==> src/rtl/cle_pkg.sv <==
// Shared types, codes and helper functions of the console line editor.
// No dependencies; used by every other file of the block but the assertion header.
`timescale 1ns / 1ps

package cle_pkg;

  localparam int BYTE_W  = 8;
  localparam int KIND_W  = 2;
  localparam int LIMIT_W = 6;

  localparam logic [LIMIT_W-1:0] LIMIT_RESET = 6'd32;

  // Result kinds
  localparam logic [KIND_W-1:0] KIND_ECHO = 2'd0;
  localparam logic [KIND_W-1:0] KIND_LINE = 2'd1;
  localparam logic [KIND_W-1:0] KIND_END  = 2'd2;

  // Character codes
  localparam logic [BYTE_W-1:0] CH_NUL = 8'd0;
  localparam logic [BYTE_W-1:0] CH_BS  = 8'd8;
  localparam logic [BYTE_W-1:0] CH_LF  = 8'd10;
  localparam logic [BYTE_W-1:0] CH_CR  = 8'd13;
  localparam logic [BYTE_W-1:0] CH_SP  = 8'd32;
  localparam logic [BYTE_W-1:0] CH_DEL = 8'd127;

  typedef enum logic [1:0] {
    ST_IDLE,
    ST_ECHO,
    ST_LINE,
    ST_END
  } cle_state_e;

  typedef enum logic [1:0] {
    ECHO_CHAR,
    ECHO_CRLF,
    ECHO_ERASE
  } cle_echo_e;

  typedef struct packed {
    logic wr_en;
    logic rd_en;
  } cle_mem_ctl_t;

  // Echo byte for a given step of an echo sequence
  function automatic logic [BYTE_W-1:0] echo_value(cle_echo_e mode, logic [1:0] step,
                                                   logic [BYTE_W-1:0] rx);
    logic [BYTE_W-1:0] v;
    case (mode)
      ECHO_CHAR:  v = rx;
      ECHO_CRLF:  v = (step == 2'd0) ? CH_CR : CH_LF;
      ECHO_ERASE: v = (step == 2'd1) ? CH_SP : CH_BS;
      default:    v = CH_NUL;
    endcase
    return v;
  endfunction

  // True on the final step of an echo sequence
  function automatic logic echo_done(cle_echo_e mode, logic [1:0] step);
    logic d;
    case (mode)
      ECHO_CHAR:  d = 1'b1;
      ECHO_CRLF:  d = (step == 2'd1);
      ECHO_ERASE: d = (step == 2'd2);
      default:    d = 1'b1;
    endcase
    return d;
  endfunction

endpackage

==> src/rtl/cle_line_mem.sv <==
// Line store: one write port, one read port, registered read data.
// Depends on cle_pkg for the byte width and the port control struct.
`timescale 1ns / 1ps

module cle_line_mem #(
  parameter int DEPTH = 32,
  parameter int AW    = 5
) (
  input  logic                         clk_i,
  input  cle_pkg::cle_mem_ctl_t        ctl_i,
  input  logic [AW-1:0]                waddr_i,
  input  logic [cle_pkg::BYTE_W-1:0]   wdata_i,
  input  logic [AW-1:0]                raddr_i,
  output logic [cle_pkg::BYTE_W-1:0]   rdata_o
);

  logic [cle_pkg::BYTE_W-1:0] mem_q [DEPTH];
  logic [cle_pkg::BYTE_W-1:0] rdata_q;

  // Write one byte
  always_ff @(posedge clk_i) begin
    if (ctl_i.wr_en) begin
      mem_q[waddr_i] <= wdata_i;
    end
  end

  // Read one byte, hold the data between reads
  always_ff @(posedge clk_i) begin
    if (ctl_i.rd_en) begin
      rdata_q <= mem_q[raddr_i];
    end
  end

  assign rdata_o = rdata_q;

endmodule

==> src/rtl/cle_seq.sv <==
// Editing sequencer: classifies each received byte, keeps the fill count,
// drives the line store and sequences echo, line and end words into an output register.
// Depends on cle_pkg.
`timescale 1ns / 1ps

module cle_seq #(
  parameter int LINE_CAP = 32,
  parameter int AW       = 5,
  parameter int CW       = 6
) (
  input  logic                          clk_i,
  input  logic                          rst_ni,
  input  logic                          rx_valid_i,
  output logic                          rx_ready_o,
  input  logic [cle_pkg::BYTE_W-1:0]    rx_byte_i,
  input  logic [cle_pkg::LIMIT_W-1:0]   line_limit_i,
  output cle_pkg::cle_mem_ctl_t         mem_ctl_o,
  output logic [AW-1:0]                 mem_waddr_o,
  output logic [cle_pkg::BYTE_W-1:0]    mem_wdata_o,
  output logic [AW-1:0]                 mem_raddr_o,
  input  logic [cle_pkg::BYTE_W-1:0]    mem_rdata_i,
  output logic                          out_valid_o,
  input  logic                          out_ready_i,
  output logic [cle_pkg::KIND_W-1:0]    out_kind_o,
  output logic [cle_pkg::BYTE_W-1:0]    out_value_o,
  output logic                          out_last_o
);

  localparam int CMPW = ((CW > cle_pkg::LIMIT_W) ? CW : cle_pkg::LIMIT_W) + 1;

  cle_pkg::cle_state_e state_q, state_d;
  cle_pkg::cle_echo_e  mode_q, mode_d;
  logic [1:0]                 step_q, step_d;
  logic [cle_pkg::BYTE_W-1:0] byte_q, byte_d;
  logic                       deliver_q, deliver_d;
  logic [CW-1:0]              fill_q, fill_d;
  logic [CW-1:0]              len_q, len_d;
  logic [CW-1:0]              rd_idx_q, rd_idx_d;
  logic                       rd_vld_q, rd_vld_d;
  logic                       out_valid_q, out_valid_d;
  logic [cle_pkg::KIND_W-1:0] out_kind_q, out_kind_d;
  logic [cle_pkg::BYTE_W-1:0] out_value_q, out_value_d;
  logic                       out_last_q, out_last_d;

  logic            slot_free, accept, is_eol, is_bs, store_ok, hit;
  logic            echo_emit, echo_end, line_emit, line_issue, line_done, end_emit;
  logic [CMPW-1:0] lim_ext, lim_eff, fill_new;

  // Classify the incoming byte
  assign accept = rx_valid_i && (state_q == cle_pkg::ST_IDLE);
  assign is_eol = (rx_byte_i == cle_pkg::CH_CR) || (rx_byte_i == cle_pkg::CH_LF);
  assign is_bs  = (rx_byte_i == cle_pkg::CH_BS) || (rx_byte_i == cle_pkg::CH_DEL);

  // Clamp the limit and test for a full line
  assign lim_ext = CMPW'(line_limit_i);
  always_comb begin
    if (lim_ext < CMPW'(2)) begin
      lim_eff = CMPW'(2);
    end else if (lim_ext > CMPW'(LINE_CAP)) begin
      lim_eff = CMPW'(LINE_CAP);
    end else begin
      lim_eff = lim_ext;
    end
  end
  assign store_ok = CMPW'(fill_q) < CMPW'(LINE_CAP);
  assign fill_new = store_ok ? (CMPW'(fill_q) + CMPW'(1)) : CMPW'(fill_q);
  assign hit      = (fill_new + CMPW'(1)) >= lim_eff;

  // Emission conditions
  assign slot_free  = !out_valid_q || out_ready_i;
  assign echo_emit  = (state_q == cle_pkg::ST_ECHO) && slot_free;
  assign echo_end   = cle_pkg::echo_done(mode_q, step_q);
  assign line_emit  = (state_q == cle_pkg::ST_LINE) && rd_vld_q && slot_free;
  assign line_issue = (state_q == cle_pkg::ST_LINE) && (rd_idx_q < len_q)
                      && (!rd_vld_q || line_emit);
  assign line_done  = (state_q == cle_pkg::ST_LINE) && (rd_idx_q == len_q) && !rd_vld_q;
  assign end_emit   = (state_q == cle_pkg::ST_END) && slot_free;

  // Next state
  always_comb begin
    state_d = state_q;
    case (state_q)
      cle_pkg::ST_IDLE: begin
        if (accept) begin
          if (is_bs && (fill_q == '0)) begin
            state_d = cle_pkg::ST_IDLE;
          end else begin
            state_d = cle_pkg::ST_ECHO;
          end
        end
      end
      cle_pkg::ST_ECHO: begin
        if (echo_emit && echo_end) begin
          state_d = deliver_q ? cle_pkg::ST_LINE : cle_pkg::ST_IDLE;
        end
      end
      cle_pkg::ST_LINE: begin
        if (line_done) begin
          state_d = cle_pkg::ST_END;
        end
      end
      cle_pkg::ST_END: begin
        if (end_emit) begin
          state_d = cle_pkg::ST_IDLE;
        end
      end
      default: state_d = cle_pkg::ST_IDLE;
    endcase
  end

  // Datapath, store access and output word
  always_comb begin
    mode_d      = mode_q;
    step_d      = step_q;
    byte_d      = byte_q;
    deliver_d   = deliver_q;
    fill_d      = fill_q;
    len_d       = len_q;
    rd_idx_d    = rd_idx_q;
    rd_vld_d    = rd_vld_q;
    out_kind_d  = out_kind_q;
    out_value_d = out_value_q;
    out_last_d  = out_last_q;
    out_valid_d = out_valid_q && !out_ready_i;
    mem_ctl_o   = '0;
    mem_waddr_o = fill_q[AW-1:0];
    mem_wdata_o = rx_byte_i;
    mem_raddr_o = rd_idx_q[AW-1:0];

    // Take a byte and update the line
    if (accept) begin
      byte_d   = rx_byte_i;
      step_d   = 2'd0;
      rd_idx_d = '0;
      rd_vld_d = 1'b0;
      if (is_eol) begin
        mode_d    = cle_pkg::ECHO_CRLF;
        deliver_d = 1'b1;
        len_d     = fill_q;
        fill_d    = '0;
      end else if (is_bs) begin
        mode_d    = cle_pkg::ECHO_ERASE;
        deliver_d = 1'b0;
        if (fill_q != '0) begin
          fill_d = fill_q - CW'(1);
        end
      end else begin
        mode_d          = cle_pkg::ECHO_CHAR;
        mem_ctl_o.wr_en = store_ok;
        if (hit) begin
          deliver_d = 1'b1;
          len_d     = CW'(fill_new);
          fill_d    = '0;
        end else begin
          deliver_d = 1'b0;
          fill_d    = CW'(fill_new);
        end
      end
    end

    // Echo one byte
    if (echo_emit) begin
      out_valid_d = 1'b1;
      out_kind_d  = cle_pkg::KIND_ECHO;
      out_value_d = cle_pkg::echo_value(mode_q, step_q, byte_q);
      out_last_d  = echo_end && !deliver_q;
      step_d      = step_q + 2'd1;
    end

    // Walk the line store, one read ahead of the output
    if (line_issue) begin
      mem_ctl_o.rd_en = 1'b1;
      rd_idx_d        = rd_idx_q + CW'(1);
    end
    if (line_issue) begin
      rd_vld_d = 1'b1;
    end else if (line_emit) begin
      rd_vld_d = 1'b0;
    end
    if (line_emit) begin
      out_valid_d = 1'b1;
      out_kind_d  = cle_pkg::KIND_LINE;
      out_value_d = mem_rdata_i;
      out_last_d  = 1'b0;
    end

    // Close the line
    if (end_emit) begin
      out_valid_d = 1'b1;
      out_kind_d  = cle_pkg::KIND_END;
      out_value_d = cle_pkg::CH_NUL;
      out_last_d  = 1'b1;
    end
  end

  // Control registers
  always_ff @(posedge clk_i or negedge rst_ni) begin
    if (!rst_ni) begin
      state_q     <= cle_pkg::ST_IDLE;
      fill_q      <= '0;
      rd_vld_q    <= 1'b0;
      out_valid_q <= 1'b0;
    end else begin
      state_q     <= state_d;
      fill_q      <= fill_d;
      rd_vld_q    <= rd_vld_d;
      out_valid_q <= out_valid_d;
    end
  end

  // Payload registers
  always_ff @(posedge clk_i) begin
    mode_q      <= mode_d;
    step_q      <= step_d;
    byte_q      <= byte_d;
    deliver_q   <= deliver_d;
    len_q       <= len_d;
    rd_idx_q    <= rd_idx_d;
    out_kind_q  <= out_kind_d;
    out_value_q <= out_value_d;
    out_last_q  <= out_last_d;
  end

  assign rx_ready_o  = (state_q == cle_pkg::ST_IDLE);
  assign out_valid_o = out_valid_q;
  assign out_kind_o  = out_kind_q;
  assign out_value_o = out_value_q;
  assign out_last_o  = out_last_q;

endmodule

==> src/rtl/console_line_editor_unit.sv <==
// Console line editor top level: limit register, sequencer and line store.
// Depends on cle_pkg, cle_seq and cle_line_mem.
//
//   channel | direction | handshake            | payload
//   rx      | in        | rx_valid_i/ready_o   | rx_byte_i
//   out     | out       | out_valid_o/ready_i  | out_kind_o, out_value_o, out_last_o
//   cfg     | in        | cfg_we_i (no wait)   | cfg_wdata_i (line limit)
//
// A byte is taken only in the idle state; its words leave one per cycle when out_ready_i
// is high. An echo-only byte gives one to three echo words; a line of n bytes adds
// a start of the read of the line store one byte ahead, n line words, a step to close
// the walk and the end word (an empty line has only the closing step and the end word).
// A backspace on an empty line gives no word.
// Reset clears the fill count and sets the limit to 32; the store needs no clearing.
// A stalled output holds its word; the next byte may be taken while the last word waits.
`timescale 1ns / 1ps

module console_line_editor_unit #(
  parameter int LINE_CAP = 32
) (
  input  logic                          clk_i,
  input  logic                          rst_ni,
  input  logic                          rx_valid_i,
  output logic                          rx_ready_o,
  input  logic [cle_pkg::BYTE_W-1:0]    rx_byte_i,
  input  logic                          cfg_we_i,
  input  logic [cle_pkg::LIMIT_W-1:0]   cfg_wdata_i,
  output logic                          out_valid_o,
  input  logic                          out_ready_i,
  output logic [cle_pkg::KIND_W-1:0]    out_kind_o,
  output logic [cle_pkg::BYTE_W-1:0]    out_value_o,
  output logic                          out_last_o
);

  localparam int AW = (LINE_CAP > 1) ? $clog2(LINE_CAP) : 1;
  localparam int CW = $clog2(LINE_CAP + 1);

  logic [cle_pkg::LIMIT_W-1:0] line_limit_q;
  cle_pkg::cle_mem_ctl_t       mem_ctl;
  logic [AW-1:0]               mem_waddr, mem_raddr;
  logic [cle_pkg::BYTE_W-1:0]  mem_wdata, mem_rdata;

  // Hold the line limit
  always_ff @(posedge clk_i or negedge rst_ni) begin
    if (!rst_ni) begin
      line_limit_q <= cle_pkg::LIMIT_RESET;
    end else if (cfg_we_i) begin
      line_limit_q <= cfg_wdata_i;
    end
  end

  cle_seq #(
    .LINE_CAP (LINE_CAP),
    .AW       (AW),
    .CW       (CW)
  ) u_seq (
    .clk_i        (clk_i),
    .rst_ni       (rst_ni),
    .rx_valid_i   (rx_valid_i),
    .rx_ready_o   (rx_ready_o),
    .rx_byte_i    (rx_byte_i),
    .line_limit_i (line_limit_q),
    .mem_ctl_o    (mem_ctl),
    .mem_waddr_o  (mem_waddr),
    .mem_wdata_o  (mem_wdata),
    .mem_raddr_o  (mem_raddr),
    .mem_rdata_i  (mem_rdata),
    .out_valid_o  (out_valid_o),
    .out_ready_i  (out_ready_i),
    .out_kind_o   (out_kind_o),
    .out_value_o  (out_value_o),
    .out_last_o   (out_last_o)
  );

  cle_line_mem #(
    .DEPTH (LINE_CAP),
    .AW    (AW)
  ) u_mem (
    .clk_i   (clk_i),
    .ctl_i   (mem_ctl),
    .waddr_i (mem_waddr),
    .wdata_i (mem_wdata),
    .raddr_i (mem_raddr),
    .rdata_o (mem_rdata)
  );

endmodule

==> config.mk <==
export PLATFORM = sky130hd
export DESIGN_NAME = console_line_editor_unit
export DESIGN_NICKNAME = d
export VERILOG_FILES = /design/src/rtl/cle_pkg.sv /design/src/rtl/cle_line_mem.sv /design/src/rtl/cle_seq.sv /design/src/rtl/console_line_editor_unit.sv
export SDC_FILE = /design/constraint.sdc
export NUM_CORES = 1
export LEC_CHECK = 0
export BUFFER_PORTS_ARGS = -buffer_cell sky130_fd_sc_hd__clkbuf_2
export CAP_MARGIN = 20
export CORE_MARGIN = 8
export CORE_UTILIZATION = 62
export DETAILED_ROUTE_END_ITERATION = 8
export GPL_TIMING_DRIVEN = 1
export PLACE_DENSITY = 0.9
export SLEW_MARGIN = 0
export SYNTH_ARGS = -nofsm -noshare
export SYNTH_HDL_FRONTEND = slang
export SYNTH_HIERARCHICAL = 1
export SYNTH_SLANG_ARGS = --single-unit
==> constraint.sdc <==
create_clock -name clk_i -period 3.4 [get_ports clk_i]
set_input_delay 1.02 -clock clk_i [delete_from_list [all_inputs] [get_ports clk_i]]
set_output_delay 1.02 -clock clk_i [all_outputs]
set_load 0.02 [all_outputs]
==> impl_metrics.py <==
metrics = {
    "status": {
        "status": "complete, no violations",
    },
    "timing": {
        "final.period_utilization_pct": 94.03,
        "hold-worst-slack_ns": 0.3831,
        "setup_viol": 0,
        "relSlewSlack_pct": 35.85,
        "final-hold-violation-count": 0,
        "period_minus_slack_ns": 3.197,
        "finalSetupTns_ns": 0,
        "final-max-slew-violation-count": 0,
        "clock_skew_ns": 0.02608,
        "layout_setup_ws_ns": 0.2029,
        "fmax_mhz": 312.8,
        "tightest_slew_ns": 0.9588,
    },
    "global_routing": {
        "grt_pass1_wl_um": 49520,
        "grt_overflow": 0,
        "grt_pass1_vias": 7640,
        "track_usage_pct": 25.30,
        "grt_max_degree": 69,
        "antenna_found_initial": 1,
    },
    "layout": {
        "final_common_cell": "edfxtp_1",
        "post-route-cell-area_um2": 14860,
        "seq_area_um2": 9300,
        "drive_above_1_share_pct": 27.85,
        "stdcell_count": 1090,
        "fin_nets": 836,
        "final_util_pct": 70.45,
        "diodes": 0,
        "mostFrequentLayoutCells": "edfxtp_1 (289), mux4_2 (80), nor2_1 (52)",
        "nFillCells": 1168,
        "multi_input_area_um2": 3686,
        "syn_to_final_growth_pct": 11.22,
    },
    "setup_path": {
        "critical-path-top-delay-family": "simple AND/OR/NAND/NOR gates",
        "crit_buf_inv": 2,
        "critical-path-slowest-cell": "nor2_1",
        "start_kind": "register",
        "crit_path_end_kind": "register",
        "worst-setup-path-type": "reg -> reg",
        "required_ns": 3.58,
        "crit_path_max_fanout": 14,
        "path_cells": "nand2b_1 -> or2_2 -> inv_2 -> nand2_1 -> nor3_1 -> buf_4 -> nand3b_1 -> nor2_1",
        "cpPeakStageDelay_ns": 0.79,
        "crit_arrival_ns": 3.38,
    },
    "floorplanning": {
        "start_util_pct": 63.34,
        "dieArea_um2": 26500,
        "row_count": 53,
        "die_w_um": 162.8,
        "core_um2": 21090,
        "die_h_um": 162.8,
        "io_pins": 32,
    },
    "drt": {
        "drtIter0Drc": 1301,
        "route.vias.total": 7589,
        "via_per_inst": 6.962,
        "ant_nets": 0,
        "wl_per_cell_um": 30.28,
        "firstDrtPassIters": 6,
        "remaining_drc_errors": 0,
        "drt-total-wl_um": 33000,
    },
    "run": {
        "maxCapViolations": 0,
    },
    "place": {
        "pre_cts_ws_ns": -0.01927,
        "dpl.hpwl_um": 19390,
        "port_buffers": 31,
        "gp_congestion": 0.8977,
        "dp_cells": 1035,
        "place_area_um2": 13840,
    },
    "pwr": {
        "ir_drop_mv": 0.4583,
        "power_density_nw_per_um2": 773.0,
        "power_mw": 11.48,
        "p_leak_nw": 5.026,
    },
    "synth": {
        "syn_avg_cell_area_um2": 17.83,
        "synthCells": 749,
        "ys_types": 55,
        "ys_warn_count": 6,
        "ys_seq_elements": 316,
        "synth_edf_count": 289,
        "synthesis.area_um2": 13360,
        "synthXorXnorAreaFrac_pct": 1.115,
        "async_flop_share_pct": 5.063,
        "yosys.area_share.adder_pct": 2.248,
        "synthSimpleGateAreaFrac_pct": 5.629,
        "synth_compound_area_share_pct": 3.503,
        "syn_nets": 792,
        "synth_mux_area_share_pct": 14.84,
        "yosysSeqAreaShare_pct": 69.62,
        "synth_flop_cell": "edfxtp_1",
        "synth_top_family_by_area": "multiplexers",
    },
    "clocking": {
        "path_clk_slew_ns": 0.07,
        "numCtsBuffers": 29,
        "h-tree-depth": 1,
        "clkLatencyLatePin_ns": 0.57,
        "root_buffer": "clkbuf_16",
        "cts.sinks": 316,
        "hold_buffers": 0,
        "clockBufferDepth": 3,
        "cts_tree": "built",
    },
    "min_path": {
        "hold_class": "in -> async",
    },
}
[kinds of logic after synthesis]
logic type | Yosys count
compound gates | 68
xor+xnor | 17
fa+ha+maj | 24
buf+inv | 78
flops | 316
mux | 94
simple gates | 152
[report_power, final]
group | internal [mW] | switching, mW
logic | 1.41 | 1.89
registers | 4.57 | 0.207
clock network | 1.95 | 1.45
total | 7.93 | 3.55
[layout make-up]
cell class,instances,share of cell area [%]
Clock inverter,23,1.752
Timing Repair Buffer,66,2.981
Sequential cell,316,62.60
Tap cell,275,2.316
Multi-Input combinational cell,355,24.81
Clock buffer,30,4.910
Inverter,25,0.6316
[timing repair]
action | in CTS | in global routing
endpoints found under the setup margin | 0 | 13
resized for setup | 0 | 3
setup buffers | 0 | 2
[cell usage after synthesis (5+ instances only)]
master,n,area [um^2]
a21oi_1,19,95.09
mux2_2,8,90.09
ha_1,24,300.3
a31oi_1,5,31.28
dfrtp_1,15,375.4
buf_1,7,26.28
nor2_1,61,229.0
nand2_1,27,101.4
dfxtp_1,11,220.2
nor3_1,11,55.05
mux4_2,80,1802
inv_1,25,93.84
edfxtp_1,289,8678
nand3_1,13,65.06
a211oi_1,9,67.56
mux2_4,6,90.09
o21ai_0,9,45.04
buf_4,25,187.7
clkbuf_1,15,56.30
nand2b_1,5,31.28
nand3b_1,6,45.04
xnor2_1,13,113.9
a22oi_1,5,37.54
[worst paths after layout]
| path | from | end | slack, ns | depth (start not counted) |
|---|---|---|---|---|
| worst max register to register | register | u_mem/mem_q[9][6]$_DFFE_PP_ | 0.20 | 8 |
| min in group clk_i | u_seq/out_kind_o[0]$_SDFFE_PP0P_ | u_seq/out_kind_o[0]$_SDFFE_PP0P_ | 0.47 | 2 |
| worst max-delay path | register | u_mem/mem_q[9][6]$_DFFE_PP_ | 0.20 | 8 |
| max in group asynchronous | rst_ni | line_limit_q[5]$_DFFE_PN1P_ | 2.68 | 1 |
| worst min register to register | u_seq/out_kind_o[0]$_SDFFE_PP0P_ | u_seq/out_kind_o[0]$_SDFFE_PP0P_ | 0.47 | 2 |
| worst min-delay path | rst_ni | async pin | 0.38 | 1 |
[flip-flops by register name, indices dropped and copies added, names as in the netlist, 2 cells and up, named ones only]
| register | flops |
|---|---|
| u_seq/mode_q | 2 |
| u_seq/fill_q | 6 |
| u_seq/rd_idx_q | 6 |
| u_seq/byte_q | 8 |
| u_mem/rdata_o | 8 |
| u_seq/out_kind_o | 2 |
| u_seq/len_q | 6 |
| u_seq/step_q | 2 |
| line_limit_q | 6 |
| u_mem/mem_q | 256 |
| u_seq/out_value_o | 8 |
[layer usage]
layer | vias to the layer above | share of wire, % | track usage [%]
met5 | - | 0 | 0
met4 | 0 | 4.4 | 10.13
met3 | 110 | 12 | 4.499
met2 | 678 | 49 | 41.59
met1 | 3773 | 35 | 33.22
li1 | 3028 | - | -
No activity file was read; power rests on OpenSTA's default activity.
